`src/design/bts_pkg.sv`:
```
// ----------------------------------------------------------------------------
// bts_pkg: shared types and constants for the byte taint shadow engine
// Window size, length limit, command codes, queue item and status structs.
// ----------------------------------------------------------------------------
package bts_pkg;

   // shadow window: one taint bit per byte address
   localparam int ADDR_BITS = 16;
   localparam int MAX_LEN = 4096;

   // fixed port widths
   localparam int REQ_ADDR_BITS = 16;
   localparam int REQ_LEN_BITS = 13;

   // saturated length needs to hold MAX_LEN itself
   localparam int LEN_BITS = $clog2(MAX_LEN + 1);
   localparam int LEN_CMP_BITS = (LEN_BITS > REQ_LEN_BITS) ? LEN_BITS : REQ_LEN_BITS;

   localparam int SHADOW_DEPTH = 2 ** ADDR_BITS;

   // command queue between front and back
   localparam int Q_DEPTH = 2;
   localparam int Q_PTR_BITS = (Q_DEPTH > 1) ? $clog2(Q_DEPTH) : 1;
   localparam int Q_CNT_BITS = $clog2(Q_DEPTH + 1);

   typedef logic [ADDR_BITS-1:0] addr_type;
   typedef logic [LEN_BITS-1:0] len_type;

   typedef enum logic [1:0] {
      OP_MARK  = 2'd0,
      OP_COPY  = 2'd1,
      OP_CLEAR = 2'd2,
      OP_CHECK = 2'd3
   } op_type;

   typedef struct packed {
      op_type   op;
      addr_type src;
      addr_type dst;
      len_type  len;
   } item_type;

   typedef struct packed {
      logic full;
      logic empty;
   } q_status_type;

   typedef struct packed {
      logic clearing;
   } bk_status_type;

   typedef enum logic [1:0] {
      BK_CLEAR,
      BK_IDLE,
      BK_RUN,
      BK_CHKWAIT
   } bk_state_type;

endpackage

```
`src/design/bts_queue.sv`:
```
// ----------------------------------------------------------------------------
// bts_queue: command queue
// Small FIFO of decoded items between the front and the back.
// ----------------------------------------------------------------------------
module bts_queue (
   input  logic                   clock,
   input  logic                   reset,
   input  logic                   push,
   input  bts_pkg::item_type      push_item,
   input  logic                   pop,
   output bts_pkg::item_type      head_item,
   output bts_pkg::q_status_type  q_stat
);
   import bts_pkg::*;

   item_type                entry_ff [Q_DEPTH];
   logic [Q_PTR_BITS-1:0]   wr_ptr_ff, wr_ptr_in;
   logic [Q_PTR_BITS-1:0]   rd_ptr_ff, rd_ptr_in;
   logic [Q_CNT_BITS-1:0]   cnt_ff, cnt_in;
   logic                    do_push, do_pop;

   assign q_stat.full  = (cnt_ff == Q_CNT_BITS'(Q_DEPTH));
   assign q_stat.empty = (cnt_ff == '0);
   assign do_push = push && !q_stat.full;
   assign do_pop  = pop && !q_stat.empty;
   assign head_item = entry_ff[rd_ptr_ff];

   always_comb begin
      wr_ptr_in = wr_ptr_ff;
      rd_ptr_in = rd_ptr_ff;
      cnt_in    = cnt_ff;
      if (do_push) begin
         wr_ptr_in = (wr_ptr_ff == Q_PTR_BITS'(Q_DEPTH - 1)) ? '0 : wr_ptr_ff + 1'b1;
      end
      if (do_pop) begin
         rd_ptr_in = (rd_ptr_ff == Q_PTR_BITS'(Q_DEPTH - 1)) ? '0 : rd_ptr_ff + 1'b1;
      end
      if (do_push && !do_pop) begin
         cnt_in = cnt_ff + 1'b1;
      end else if (do_pop && !do_push) begin
         cnt_in = cnt_ff - 1'b1;
      end
   end

   always_ff @(posedge clock) begin
      if (reset) begin
         wr_ptr_ff <= '0;
         rd_ptr_ff <= '0;
         cnt_ff    <= '0;
      end else begin
         wr_ptr_ff <= wr_ptr_in;
         rd_ptr_ff <= rd_ptr_in;
         cnt_ff    <= cnt_in;
      end
   end

   always_ff @(posedge clock) begin
      if (do_push) begin
         entry_ff[wr_ptr_ff] <= push_item;
      end
   end

endmodule

```
`config.mk`:
```
export PLATFORM = sky130hd
export DESIGN_NAME = bts_queue
export DESIGN_NICKNAME = d
export VERILOG_FILES = /design/src/design/bts_pkg.sv /design/src/design/bts_queue.sv
export SDC_FILE = /design/constraint.sdc
export NUM_CORES = 1
export LEC_CHECK = 0
export ABC_CLOCK_PERIOD_IN_PS = 6200
export BUFFER_PORTS_ARGS = -buffer_cell sky130_fd_sc_hd__buf_2
export CAP_MARGIN = 10
export CORE_ASPECT_RATIO = 1.5
export CORE_UTILIZATION = 45
export CTS_CLUSTER_SIZE = 40
export DETAILED_ROUTE_END_ITERATION = 6
export PLACE_DENSITY = 0.7
export SYNTH_ARGS = -nofsm -noshare
export SYNTH_HDL_FRONTEND = slang
export SYNTH_SLANG_ARGS = --single-unit
```
`constraint.sdc`:
```
create_clock -name clock -period 6.2 [get_ports clock]
set_input_delay 0.31 -clock clock [delete_from_list [all_inputs] [get_ports clock]]
set_output_delay 0.31 -clock clock [all_outputs]
set_load 0.005 [all_outputs]
```
Yosys cells after proc, flatten, opt, wreduce, memory -nomap -nowiden
Memories as Yosys holds them, arrays and structs flattened. A register that Yosys moved wholly into a read port is not among the register bits.
Index checks and enable logic that the tools add are counted.
{"block": "classes", "addsub": 4, "eq_ne": 1, "muxes": 8, "reduce_logical": 10}
{"op": "2-to-1 mux 1 bit", "n": 6}
{"op": "logical AND 1 bit", "n": 4}
{"op": "logical NOT 1 bit", "n": 4}
{"op": "2-to-1 mux 2 bit", "n": 2}
{"op": "adder 1 bit, second input constant", "n": 2}
{"op": "adder 2 x 1 -> 2 bit, second input constant", "n": 1}
{"op": "== test 2 bit, second input constant", "n": 1}
{"op": "logical NOT 2 bit", "n": 1}
{"op": "nonzero test 2 bit", "n": 1}
{"op": "subtractor 2 x 1 -> 2 bit, second input constant", "n": 1}
{"block": "totals", "ff_bits": 4, "mem_bits_rw": 94, "inputBits": 51, "out_inout_bits": 49, "word_cells": 27, "n_memories": 1}
{"name": "entry_ff", "words": 2, "word_bits": 47, "rd": 1, "rd_clocked_by_memory_dff": 1, "wr": 1, "line": "bts_queue.sv:16", "rtl": "item_type entry_ff [Q_DEPTH];"}

Logic depth before layout (Yosys ltp)
{"block": "depth", "depth_word": 7, "mapped_depth": 6, "mapped_depth_nobuf": 6}

Worst setup path before layout
No wires, ideal clock.
{"block": "synth_timing", "path_type": "reg-to-reg", "from": "reg cnt_ff[1]", "to": "mem entry_ff[1][0] (netlist bit) (enable)", "setup_time_ns": 0.409, "arrival_time_ns": 1.748, "required_time_ns": 5.791, "slack_ns": 4.043, "stages_incl_launch_ff": 4, "n_path_buf": 0, "period_less_slack_ns": 2.157, "path_cell_list": "dfxtp_1 nor2b_2 nor2_1 and2_1"}
{"element": "start, declared", "line": "bts_queue.sv:19", "rtl": "logic [Q_CNT_BITS-1:0] cnt_ff, cnt_in;"}
{"element": "start signal, assigned", "line": "bts_queue.sv:53", "rtl": "cnt_ff <= cnt_in;"}
{"element": "end, declared", "line": "bts_queue.sv:16"}

==> flow_summary.ini <==
[timing]
finalSetupViolCount = 0
slew_violations = 0
tns_ps = 0
hold_slack_ps = 157.4
skew_ps = 2.908
setup_slack_ps = 3910
worst_pin_slew_ps = 1164
fin_crit_ps = 2290
relSlewSlack_pct = 22.41
rsz0062_at_grt = no
fin_crit_sh_pct = 36.93
fmax_mhz = 436.7
hold_violations = 0

[cts]
path_clk_slew_ps = 60
postCtsHoldBufs = 0
tritoncts = built
htreeDepth = 3
cts_buffer_depth = 2
clk_latency_ps = 340
cts_num_sinks = 99
numCtsBuffers = 9
post-cts-setup-buffer-count = 0
clock-root-buffer = clkbuf_16
post_cts_resized = 0

[placed_design]
dp_hpwl_mm = 3.713
place_area_um2 = 4195
post-place-ws_ps = 4159
portBuffers = 99
place_inst = 367
gp_congestion = 0.7005

[detailed_routing]
ant_nets = 0
viasPerCell = 4.815
dr_total_vias = 1849
drt_wl_total_mm = 5.887
initialDrtViolationCount = 63
avgRoutedWirePerCell_um = 15.33
drc = 0
drt_first_pass_iters = 4

[critical_path]
cp.arrival_ps = 1980
critPathMaxFanout = 47
startpoint_type = flip-flop
required_ps = 5890
reg2reg_slack_ps = 4150
end_kind = output port
critPathKind = reg2out

[logic_synthesis]
synthTopCellsByCount = edfxtp_1 (94), mux2_2 (47), dfxtp_1 (5), nor2_1 (5)
yosysSeqAreaShare_pct = 80.89
ys_seq_elements = 99
netlist_instances = 171
ys.flop_type = edfxtp_1
syn_area_per_cell_um2 = 21.13
async_reset_ff_share_pct = 0
synth.most_common_cell = edfxtp_1
yosys.area.top_type = edfxtp_1
syn_area_um2 = 3613
synth_nets = 223
yosys-top-cells-area = edfxtp_1 (78%), mux2_2 (15%), dfxtp_1 (2.8%)
yosysUniqueCellTypes = 14
synth_top_area_share_pct = 78.12
yosysWarnings = 0
synth_edf_count = 94

[layout]
fin_nets = 328
final_cell_area_um2 = 4529
area_growth_pct = 25.35
utilization_pct = 58.75
final_cells = 384
layout-drive-gt1-share_pct = 58.01
register_area_um2 = 2924
fill_cells = 619
multi_input_area_um2 = 640.6

[floorplanning]
coreArea_um2 = 7710
die_y_um = 111.8
start_util_pct = 46.87
die-area_um2 = 8400
rows = 39
num_io_pins = 100
die_w_um = 75.17

[run_status]
outcome = finished clean

[global_routing]
grt_pass1_wl_mm = 8.790
grt_max_degree = 48
track_usage_pct = 15.25
grt_overflow = 0
antenna_found_initial = 1
grt_pass1_vias = 1877

[pwr]
ir_drop_mv = 0.2973
powerDensity_nw_per_um2 = 415.5
power_mw = 1.882
p_leak_nw = 1.701

[job]
cap_violations = 0

[worst_hold_path]
hp-class = in2reg
[worst max-delay path: stages (launching register included)]
cell and delay (ps):
dfxtp_2 1060, mux2_2 430, buf_2 130
[final timing paths]
kind                          end           from  cells past startpoint
setup / recovery    head_item[20]      flip-flop                      2
hold reg to reg         wr_ptr_ff      wr_ptr_ff                      2
hold / removal    entry_ff[1][34]  push_item[34]                      1
setup reg to reg  entry_ff[0][29]      cnt_ff[0]                      3
[power by group]
group	leakage, nW	total (mW)	switching (mW)	internal (mW)
registers	0.919	0.909	0.0646	0.844
logic	0.620	0.361	0.159	0.202
clock network	0.162	0.613	0.224	0.389
total	1.70	1.88	0.447	1.43
[per-layer routing]
metal	vias to the layer above	global-route usage (%)	wire, µm
met5	-	0	0
met4	0	10.49	189
met3	14	5.792	382
met2	61	25.65	3147
met1	890	14.83	2167
li1	884	-	-
[flip-flops by register name (all words and copies together), names as in the netlist, named ones only]
register   cells
entry_ff      94
cnt_ff         2
rd_ptr_ff      1
wr_ptr_ff      1
[layout by cell type (no fill, tap or decap), types with 2 or more instances in the layout]
cell	count
bufinv_16	3
o21ai_0	3
nor2_1	5
buf_2	99
dfxtp_1	4
or3_1	2
a21oi_1	2
xor2_1	3
mux2_2	47
clkinv_1	3
clkbuf_16	9
edfxtp_1	94
[cells by family after synthesis]
family | synth area share, %
flops | 80.89
simple gates | 1.281
compound gates | 0.6924
fa+ha+maj | 0.3462
buf+inv | 1.420
mux | 14.65
xor+xnor | 0.7273
[cell type report]
type	instances	area share, %
clock buffers	9	4.972
clock inverters	7	2.348
well taps	102	2.818
flip-flops and latches	99	64.56
diodes	1	0.05525
multi-input cells	65	14.14
repair buffers	99	10.94
inverters	2	0.1657
No activity file was read; power rests on OpenSTA's default activity.
