**src/design/bts_pkg.sv**
```systemverilog
// ----------------------------------------------------------------------------
// bts_pkg: shared types and constants for the byte taint shadow engine
// Window size, length limit, command codes, queue item and status structs.
// ----------------------------------------------------------------------------
package bts_pkg;

   // shadow window: one taint bit per byte address
   localparam int ADDR_BITS = 16;
   localparam int MAX_LEN = 4096;

   // fixed port widths
   localparam int REQ_ADDR_BITS = 16;
   localparam int REQ_LEN_BITS = 13;

   // saturated length needs to hold MAX_LEN itself
   localparam int LEN_BITS = $clog2(MAX_LEN + 1);
   localparam int LEN_CMP_BITS = (LEN_BITS > REQ_LEN_BITS) ? LEN_BITS : REQ_LEN_BITS;

   localparam int SHADOW_DEPTH = 2 ** ADDR_BITS;

   // command queue between front and back
   localparam int Q_DEPTH = 2;
   localparam int Q_PTR_BITS = (Q_DEPTH > 1) ? $clog2(Q_DEPTH) : 1;
   localparam int Q_CNT_BITS = $clog2(Q_DEPTH + 1);

   typedef logic [ADDR_BITS-1:0] addr_type;
   typedef logic [LEN_BITS-1:0] len_type;

   typedef enum logic [1:0] {
      OP_MARK  = 2'd0,
      OP_COPY  = 2'd1,
      OP_CLEAR = 2'd2,
      OP_CHECK = 2'd3
   } op_type;

   typedef struct packed {
      op_type   op;
      addr_type src;
      addr_type dst;
      len_type  len;
   } item_type;

   typedef struct packed {
      logic full;
      logic empty;
   } q_status_type;

   typedef struct packed {
      logic clearing;
   } bk_status_type;

   typedef enum logic [1:0] {
      BK_CLEAR,
      BK_IDLE,
      BK_RUN,
      BK_CHKWAIT
   } bk_state_type;

endpackage

```
**src/design/bts_front.sv**
```systemverilog
// ----------------------------------------------------------------------------
// bts_front: command intake
// Takes commands, decodes the op, wraps addresses and clamps the length,
// then pushes the item into the command queue.
// ----------------------------------------------------------------------------
module bts_front (
   input  logic                                  start,
   output logic                                  busy,
   input  logic [1:0]                            req_cmd,
   input  logic [bts_pkg::REQ_ADDR_BITS-1:0]     req_src_addr,
   input  logic [bts_pkg::REQ_ADDR_BITS-1:0]     req_dst_addr,
   input  logic [bts_pkg::REQ_LEN_BITS-1:0]      req_length,
   input  bts_pkg::q_status_type                 q_stat,
   input  bts_pkg::bk_status_type                bk_stat,
   output logic                                  push,
   output bts_pkg::item_type                     push_item
);
   import bts_pkg::*;

   logic [LEN_CMP_BITS-1:0] len_ext;
   op_type                  op;

   // no intake while the shadow store is being swept or the queue is full
   assign busy = q_stat.full || bk_stat.clearing;
   assign push = start && !busy;

   // all four command codes are valid ops
   assign op = op_type'(req_cmd);

   assign len_ext = LEN_CMP_BITS'(req_length);

   always_comb begin
      push_item.op  = op;
      push_item.src = ADDR_BITS'(req_src_addr);
      push_item.dst = ADDR_BITS'(req_dst_addr);
      if (len_ext > LEN_CMP_BITS'(MAX_LEN)) begin
         push_item.len = LEN_BITS'(MAX_LEN);
      end else begin
         push_item.len = LEN_BITS'(len_ext);
      end
   end

endmodule

```
**config.mk**
```make
export PLATFORM = sky130hd
export DESIGN_NAME = bts_front
export DESIGN_NICKNAME = d
export VERILOG_FILES = /design/src/design/bts_pkg.sv /design/src/design/bts_front.sv
export SDC_FILE = /design/constraint.sdc
export NUM_CORES = 1
export LEC_CHECK = 0
export ABC_CLOCK_PERIOD_IN_PS = 800
export BUFFER_PORTS_ARGS = -buffer_cell sky130_fd_sc_hd__buf_2
export CORE_ASPECT_RATIO = 1.2
export CORE_MARGIN = 8
export CORE_UTILIZATION = 22
export DETAILED_ROUTE_END_ITERATION = 10
export PLACE_DENSITY = 0.85
export SLEW_MARGIN = 20
export SYNTH_ARGS = -nofsm -noshare
export SYNTH_HDL_FRONTEND = slang
export SYNTH_SLANG_ARGS = --single-unit
```
**constraint.sdc**
```tcl
create_clock -name vclk -period 0.8
set_clock_uncertainty 0.05 [all_clocks]
set_input_delay 0.08 -clock vclk [all_inputs]
set_output_delay 0.08 -clock vclk [all_outputs]
set_load 0.02 [all_outputs]
```
# Yosys cells after proc, flatten, opt, wreduce, memory -nomap -nowiden
# Index checks and enable logic that the tools add are counted.
# totals
reg_bits	0
input_bits	51
out_inout_bits	49
elab_cells	5
# op_classes
order_cmp	1
n_mux	1
reduce_logical	3
# op_table
cell	count
> comparator 13 bit, second input constant	1
two-way mux 13 bit	1
logical AND 1 bit	1
logical NOT 1 bit	1
logical OR 1 bit	1

# Logic depth before layout (Yosys ltp)
# Gate-level depths: netlist (run 1).
# logic_depth
word_depth	3
depth_mapped	2
depth_no_buf	1

# Least setup slack after synthesis (run 1)
# No wires, ideal clock.
# synth_timing
kind	input to output
from	in bk_stat
to	out push
arrival_time_ns	0.607
required_ns	0.670
setup_slack_ns	0.063
path_stages	1
path_buffers	0
path_cell_list	nor3b_1
# synth_between
elab_chain_cells	3
# synth_rtl
element	line	rtl
start, declared	bts_front.sv:14	input bts_pkg::bk_status_type bk_stat,
logical OR 1 bit	bts_front.sv:24	assign busy = q_stat.full || bk_stat.clearing;
logical NOT 1 bit	bts_front.sv:25	assign push = start && !busy;
logical AND 1 bit	bts_front.sv:25	
end, declared	bts_front.sv:15	output logic push,
# Every way passes these cells.

==> flow_metrics.tcl, run 1 <==
set metrics [dict create \
    finalMaxSlewViolations 0 \
    buffer_ports.inserted 31 \
    synth_top_cell_by_area "sky130_fd_sc_hd__buf_4" \
    mappedNetlistArea_um2 385 \
    detailed_route_wire_length_um 994 \
    firstDrtPassIters 2 \
    die-width_um 54.2 \
    die_h_um 61.8 \
    final_replace_weighted_congestion 0.585 \
    n_sequential_cell 0 \
    groute.usage.overall_pct 4.87 \
    yosys_warnings 0 \
    required_ps 670 \
    fp.coreArea_um2 1640 \
    leakagePower_uw 0.000190 \
    post_cts.repair.setup_buffers 0 \
    relSlewSlack_pct 90.2 \
    areaGrowthSynthToFinish_pct -15.9 \
    setup-violations-final 0 \
    synth_sequential_area_ratio_pct 0 \
    grt_pass1_vias 274 \
    post-synth-top-count-cell "sky130_fd_sc_hd__buf_4" \
    post_route_cells_drive_above_1_share_pct 93.5 \
    hpwl_after_detailed_placement_um 922 \
    outcome "completed" \
    min_period_over_period_pct 95.3 \
    rsz0062_at_grt "no" \
    initial_core_util_pct 23.5 \
    syn_area_per_cell_um2 7.71 \
    post-route-drc-count 0 \
    dr_total_vias 260 \
    detail_route.wl_per_cell_um 15.5 \
    synthesis.instances 50 \
    drt-vias-per-instance 4.06 \
    drv_cap 0 \
    peakVddDrop_mv 0.0825 \
    critical_path_peak_fanout 10 \
    worst_hold_path_type "input port to primary output" \
    std_cell_rows 16 \
    worstSetupPathType "input port to primary output" \
    final-hold-violation-count 0 \
    die_footprint_um2 3350 \
    synth_fp_nets 101 \
    finish.net_count 99 \
    fmaxAchievable_mhz 1310 \
    timing_worst_slew_pin_value_ps 146 \
    start_kind "input port" \
    cellPowerDensity_nw_per_um2 595 \
    synth_top_area_share_pct 66.2 \
    inserted_diodes 0 \
    antenna_found_initial 0 \
    sum_neg_setup_slack_ps 0 \
    initial_drt_markers 2 \
    final_period_minus_worst_setup_slack_ps 762 \
    grt_overflow_total 0 \
    cp.arrival_ps 630 \
    grt_start_max_net_pins 11 \
    n_clock_buffer 0 \
    synth_area_leaders "sky130_fd_sc_hd__buf_4, sky130_fd_sc_hd__nor2b_2, sky130_fd_sc_hd__buf_6" \
    number_of_fillers_in_the_final_layout 189 \
    layout.area.seq_um2 0 \
    grt_first_pass_wirelength_um 1280 \
    hold_ws_ps 110 \
    crit_path_end_kind "primary output" \
    ant_nets 0 \
    ys_types 8 \
    synth_top_cells_by_count "sky130_fd_sc_hd__buf_4, sky130_fd_sc_hd__nor2b_2" \
    io-pin-count 100 \
]
==> final cells by class <==
cell class,count,area [um2],area share (%)
multi-input cells,14,120,37.1
repair buffers,32,181,56.0
well taps,18,22.5,6.95
==> path summary, 6_finish.rpt <==
kind	startpoint	end	slack, ps	cells after the start
worst max-delay path	req_length[12]	push_item[6]	40	4
worst min-delay path	req_src_addr[8]	push_item[37]	110	0
==> layer usage <==
layer / up-vias / GRT usage [%] / routed length (um)
met5: - / 0 / 0
met4: 0 / 4.58 / 57
met3: 16 / 1.90 / 341
met2: 36 / 10.3 / 431
met1: 101 / 2.55 / 165
li1: 107 / - / -
==> cells in the final DEF, fill, tap and decap left out <==
cell type                  n
sky130_fd_sc_hd__buf_2    30
sky130_fd_sc_hd__nor2b_2   9
sky130_fd_sc_hd__nor2b_4   1
sky130_fd_sc_hd__or2_2     1
sky130_fd_sc_hd__nor3b_1   1
sky130_fd_sc_hd__nor2b_1   1
sky130_fd_sc_hd__and2b_1   1
sky130_fd_sc_hd__buf_6     1
sky130_fd_sc_hd__buf_12    1
==> power breakdown <==
| group | internal (uW) | switching (uW) | total (uW) |
|---|---|---|---|
| combinational | 93.3 | 99.5 | 193 |
| sequential | 0 | 0 | 0 |
| clock | 0 | 0 | 0 |
==> critical path: stages <==
cell                      delay [ps]
sky130_fd_sc_hd__buf_2           130
sky130_fd_sc_hd__buf_12          150
sky130_fd_sc_hd__nor2b_2         100
sky130_fd_sc_hd__buf_2           170
==> timing repair <==
item,CTS,global route
setup endpoints to repair,0,1
resized for setup,0,3
hold buffers,0,0
==> metrics by stage <==
stage / area, um2 / total power, uW / util, % / setup WS (ps) / std cells
detailed placement: 313 / 191 / 19.1 / 25.1 / 64
global placement: 313 / 188 / 19.1 / 44.3 / 64
global route: 324 / 208 / 19.7 / 1.26 / 64
finish: 324 / 193 / 19.7 / 37.8 / 64
CTS: 313 / 191 / 19.1 / 22.6 / 64
floorplan: 385 / 351 / - / 63.1 / 50
==> cell families (layout without fill, tap and decap cells) <==
group	after synthesis	after routing	synth area share, %
buffers and inverters	36	32	70.1
AND/OR/NAND/NOR	14	14	29.9
No activity file was read; power rests on OpenSTA's default activity.
==> run 2, diff against run 1 <==
--- a/config.mk
+++ b/config.mk
@@ -5,13 +5,14 @@
 export SDC_FILE = /design/constraint.sdc
 export NUM_CORES = 1
 export LEC_CHECK = 0
+export ABC_AREA = 1
 export ABC_CLOCK_PERIOD_IN_PS = 800
 export BUFFER_PORTS_ARGS = -buffer_cell sky130_fd_sc_hd__buf_2
 export CORE_ASPECT_RATIO = 1.2
 export CORE_MARGIN = 8
-export CORE_UTILIZATION = 22
+export CORE_UTILIZATION = 25
 export DETAILED_ROUTE_END_ITERATION = 10
-export PLACE_DENSITY = 0.85
+export PLACE_DENSITY = 0.83
 export SLEW_MARGIN = 20
 export SYNTH_ARGS = -nofsm -noshare
 export SYNTH_HDL_FRONTEND = slang
==> flow_metrics.tcl, run 2 <==
set metrics [dict create \
    synth_area_leaders "sky130_fd_sc_hd__buf_4, sky130_fd_sc_hd__a21oi_2, sky130_fd_sc_hd__inv_1" \
    drv_cap 0 \
    synth_fp_nets 126 \
    worstSetupPathType "input port to primary output" \
    yosys_warnings 0 \
    initial_drt_markers 8 \
    required_ps 670 \
    detailed_route_wire_length_um 1680 \
    antenna_found_initial 0 \
    synth_sequential_area_ratio_pct 0 \
    inserted_diodes 0 \
    finalMaxSlewViolations 0 \
    buffer_ports.inserted 31 \
    drt-vias-per-instance 4.57 \
    fp.coreArea_um2 1830 \
    highest_layer "met4" \
    groute.usage.overall_pct 8.21 \
    fmaxAchievable_mhz 895 \
    n_clock_buffer 0 \
    met2_wirelength_um 704 \
    firstDrtPassIters 3 \
    grt_overflow_total 0 \
    number_of_fillers_in_the_final_layout 161 \
    critical_path_peak_fanout 6 \
    synth_top_cells_by_count "sky130_fd_sc_hd__buf_4, sky130_fd_sc_hd__inv_1, sky130_fd_sc_hd__a21oi_2" \
    die_h_um 64.3 \
    die_footprint_um2 3610 \
    synth_top_cell_by_area "sky130_fd_sc_hd__buf_4" \
    worst_hold_path_type "input port to primary output" \
    cellPowerDensity_nw_per_um2 509 \
    final_replace_weighted_congestion 0.755 \
    areaGrowthSynthToFinish_pct 57.5 \
    synthesis.instances 75 \
    cp.arrival_ps 990 \
    final_period_minus_worst_setup_slack_ps 1120 \
    n_sequential_cell 0 \
    detail_route.wl_per_cell_um 17.1 \
    ys_types 13 \
    syn_area_per_cell_um2 6.47 \
    outcome "finished, violations left" \
    layout.area.seq_um2 0 \
    finalNonFillerCells 98 \
    final-hold-violation-count 0 \
    die-width_um 56.2 \
    layout.cells.most_common "sky130_fd_sc_hd__buf_6" \
    setup-violations-final 12 \
    timing_worst_slew_pin_value_ps 158 \
    min_period_over_period_pct 140 \
    failed_checks "negative setup slack" \
    dr_total_vias 448 \
    rsz0062_at_grt "yes" \
    relSlewSlack_pct 89.5 \
    synth_top_area_share_pct 52.6 \
    totalPowerFinal_uw 389 \
    postLayoutSetupSlackWorst_ps -317 \
    post_route_cells_drive_above_1_share_pct 86.1 \
    post-synth-top-count-cell "sky130_fd_sc_hd__buf_4" \
    finish.net_count 132 \
    hpwl_after_detailed_placement_um 1190 \
    grt_start_max_net_pins 8 \
    ant_nets 0 \
    placedCellCount 96 \
    detail_route.wirelength.met1_um 605 \
    met3_layer_wire_length_in_the_routed_design_um 257 \
    io-pin-count 100 \
    mappedNetlistArea_um2 485 \
    initial_core_util_pct 26.5 \
    std_cell_rows 17 \
    post-route-drc-count 0 \
    leakagePower_uw 0.000355 \
    final_cell_mix "sky130_fd_sc_hd__buf_6, sky130_fd_sc_hd__a21oi_4, sky130_fd_sc_hd__buf_2" \
    start_kind "input port" \
    peakVddDrop_mv 0.152 \
    crit_path_end_kind "primary output" \
    grt_pass1_vias 526 \
    grt_first_pass_wirelength_um 2570 \
]
-- run 2: layout make-up --
cell class / count / area (um2) / area share [%]
inverters: 13 / 48.8 / 6.38
repair buffers: 41 / 400 / 52.4
multi-input cells: 25 / 292 / 38.1
well taps: 19 / 23.8 / 3.11
-- run 2: per-layer routing --
layer | up-vias | global-route usage, %
li1 | 197 | -
met1 | 184 | 7.39
met2 | 49 | 13.2
met3 | 18 | 4.55
met4 | 0 | 6.93
met5 | - | 0
-- run 2: logic make-up (layout without fill, tap and decap cells) --
| group | after synthesis | count (layout) | share of synthesized area (%) |
|---|---|---|---|
| buffers and inverters | 50 | 54 | 66.8 |
| AO/OA/AOI/OAI | 12 | 12 | 21.7 |
| AND/OR/NAND/NOR | 13 | 13 | 11.6 |
-- run 2: final timing paths --
path                  cells past startpoint             to  slack [ps]             from
worst max-delay path                      8  push_item[10]        -320    req_length[6]
worst min-delay path                      0  push_item[15]         110  req_dst_addr[2]
-- run 2: critical path: stages --
cell and delay, ps:
sky130_fd_sc_hd__buf_2 120, sky130_fd_sc_hd__nor2_4 80, sky130_fd_sc_hd__nand2_2 50, sky130_fd_sc_hd__nor2_2 100, sky130_fd_sc_hd__nand2_2 110, sky130_fd_sc_hd__buf_12 170
sky130_fd_sc_hd__a21oi_4 130, sky130_fd_sc_hd__buf_6 140
-- run 2: repair_timing --
action	4_1_cts	5_1_grt
endpoints found under the setup margin	13	13
gates resized for setup	36	14
buffers inserted	2	0
hold buffers	0	0
pin swaps	8	10
-- run 2: power by group --
| group | switching (uW) | internal, uW |
|---|---|---|
| sequential | 0 | 0 |
| clock | 0 | 0 |
| combinational | 190 | 199 |
-- run 2: per-stage QoR --
step	instance area, um2	TNS [ps]	hold WS [ps]	setup WS, ps	utilization (%)
floorplan	579	-981	208	-99.1	-
global placement	572	-4070	110	-360	31.3
detailed placement	572	-4190	110	-368	31.3
CTS	709	-3640	110	-334	38.8
global route	764	-4250	110	-369	41.8
finish	764	-3550	110	-317	41.8
==> run 3, diff against run 2 <==
--- a/config.mk
+++ b/config.mk
@@ -10,9 +10,9 @@
 export BUFFER_PORTS_ARGS = -buffer_cell sky130_fd_sc_hd__buf_2
 export CORE_ASPECT_RATIO = 1.2
 export CORE_MARGIN = 8
-export CORE_UTILIZATION = 25
+export CORE_UTILIZATION = 26
 export DETAILED_ROUTE_END_ITERATION = 10
-export PLACE_DENSITY = 0.83
+export PLACE_DENSITY = 0.86
 export SLEW_MARGIN = 20
 export SYNTH_ARGS = -nofsm -noshare
 export SYNTH_HDL_FRONTEND = slang
==> flow_metrics.tcl, run 3 (synthesis results as in run 2) <==
set metrics [dict create \
    outcome "finished, violations left" \
    failed_checks "negative setup slack" \
    holdBufCountCts 0 \
    sum_neg_setup_slack_ps -3610 \
    total_switching_power_uw 189 \
    layout.cells.most_common "sky130_fd_sc_hd__buf_6" \
    grt_overflow_total 0 \
    postLayoutSetupSlackWorst_ps -336 \
    multi_input_area_um2 288 \
    critPathMaxStageDelay_ps 170 \
    io-pin-count 100 \
    grt_pass1_vias 491 \
    initial_core_util_pct 26.9 \
    start_kind "input port" \
    worstSetupPathType "input port to primary output" \
    finish.net_count 133 \
    number_of_fillers_in_the_final_layout 162 \
    firstDrtPassIters 3 \
    switching_portion_of_total_power_pct 48.7 \
    worst_hold_path_type "input port to primary output" \
    inserted_diodes 0 \
    final_period_minus_worst_setup_slack_ps 1140 \
    groute.usage.overall_pct 8.52 \
    pre_cts_ws_ps -436 \
    final-hold-violation-count 0 \
    fp.coreArea_um2 1810 \
    cpMaxStageDelayCell "sky130_fd_sc_hd__buf_12" \
    hpwl_after_detailed_placement_um 1200 \
    final_replace_weighted_congestion 0.829 \
    crit_path_end_kind "primary output" \
    drt-vias-per-instance 4.47 \
    critical_path.top_delay_family "buffers and inverters" \
    critical_path_peak_fanout 6 \
    ant_nets 0 \
    areaGrowthSynthToFinish_pct 55.2 \
    setup-violations-final 12 \
    fmaxAchievable_mhz 881 \
    die-width_um 55.4 \
    hold_ws_ps 110 \
    antenna_found_initial 0 \
    sequential_group_share_of_total_power_pct 0 \
    buffer_ports.inserted 31 \
    detail_route.wl_per_cell_um 16.6 \
    power.share.combinational_pct 100.0 \
    layout.area.seq_um2 0 \
    initial_drt_markers 2 \
    n_sequential_cell 0 \
    worstPathBufferInverterCount 3 \
    grt_first_pass_wirelength_um 2600 \
    post-route-drc-count 0 \
    min_period_over_period_pct 142 \
    timing_worst_slew_pin_value_ps 144 \
    post_route_cells_drive_above_1_share_pct 85.0 \
    finalMaxSlewViolations 0 \
    detailed_place.area_um2 594 \
    std_cell_rows 17 \
    cellPowerDensity_nw_per_um2 515 \
    drv_cap 0 \
    n_clock_buffer 0 \
    detailed_route_wire_length_um 1640 \
    cp.arrival_ps 1010 \
    relSlewSlack_pct 90.4 \
    final_cell_mix "sky130_fd_sc_hd__buf_6, sky130_fd_sc_hd__a21oi_4, sky130_fd_sc_hd__buf_2" \
    peakVddDrop_mv 0.167 \
    leakagePower_uw 0.000355 \
    die_h_um 63.3 \
    cell_internal_pwr_uw 199 \
    required_ps 670 \
    grt_start_max_net_pins 7 \
    crit_chain "buf_6 > nor2_4 > nand2_2 > nor2_2 > nand2_2 > buf_12 > a21oi_4 > buf_6" \
    rsz0062_at_grt "yes" \
    final_cell_area_um2 753 \
    die_footprint_um2 3510 \
    dr_total_vias 443 \
    clock_power_share_pct 0 \
]
## run 3: power by group through the flow
stage	clock network (uW)	logic [uW]	registers, uW
after floorplan	0	406	0
after detailed placement	0	295	0
after global routing	0	412	0
after CTS	0	358	0
after global placement	0	291	0
final	0	388	0
## run 3: final timing paths
path,depth (start not counted),slack [ps],startpoint,to
max,8,-340,req_length[1],push_item[5]
min,0,110,req_dst_addr[0],push_item[13]
## run 3: layout make-up
| class | instances | share of cell area, % |
|---|---|---|
| multi-input combinational | 25 | 38.2 |
| tap | 19 | 3.16 |
| inverter | 13 | 6.48 |
| timing repair buffer | 42 | 52.2 |
## run 3: through the flow
stage | std cells | power [uW] | utilization [%]
2_1_floorplan | 75 | 406 | -
3_5_place_dp | 99 | 295 | 32.9
3_3_place_gp | 99 | 291 | 32.9
6_report | 99 | 388 | 41.7
4_1_cts | 99 | 358 | 39.0
5_1_grt | 99 | 412 | 41.7
## run 3: per-layer routing
metal  vias to the layer above  part of all wire [%]  track usage, %
li1                        199                     -               -
met4                         0                   6.7            6.79
met5                         -                     0               0
met2                        38                    42            13.3
met1                       184                    39            8.53
met3                        22                    12            3.81
## run 3: repair_timing
item / CTS / global route
pin swaps: 7 / 9
setup endpoints to repair: 13 / 13
buffers inserted: 0 / 0
resized for setup: 33 / 13
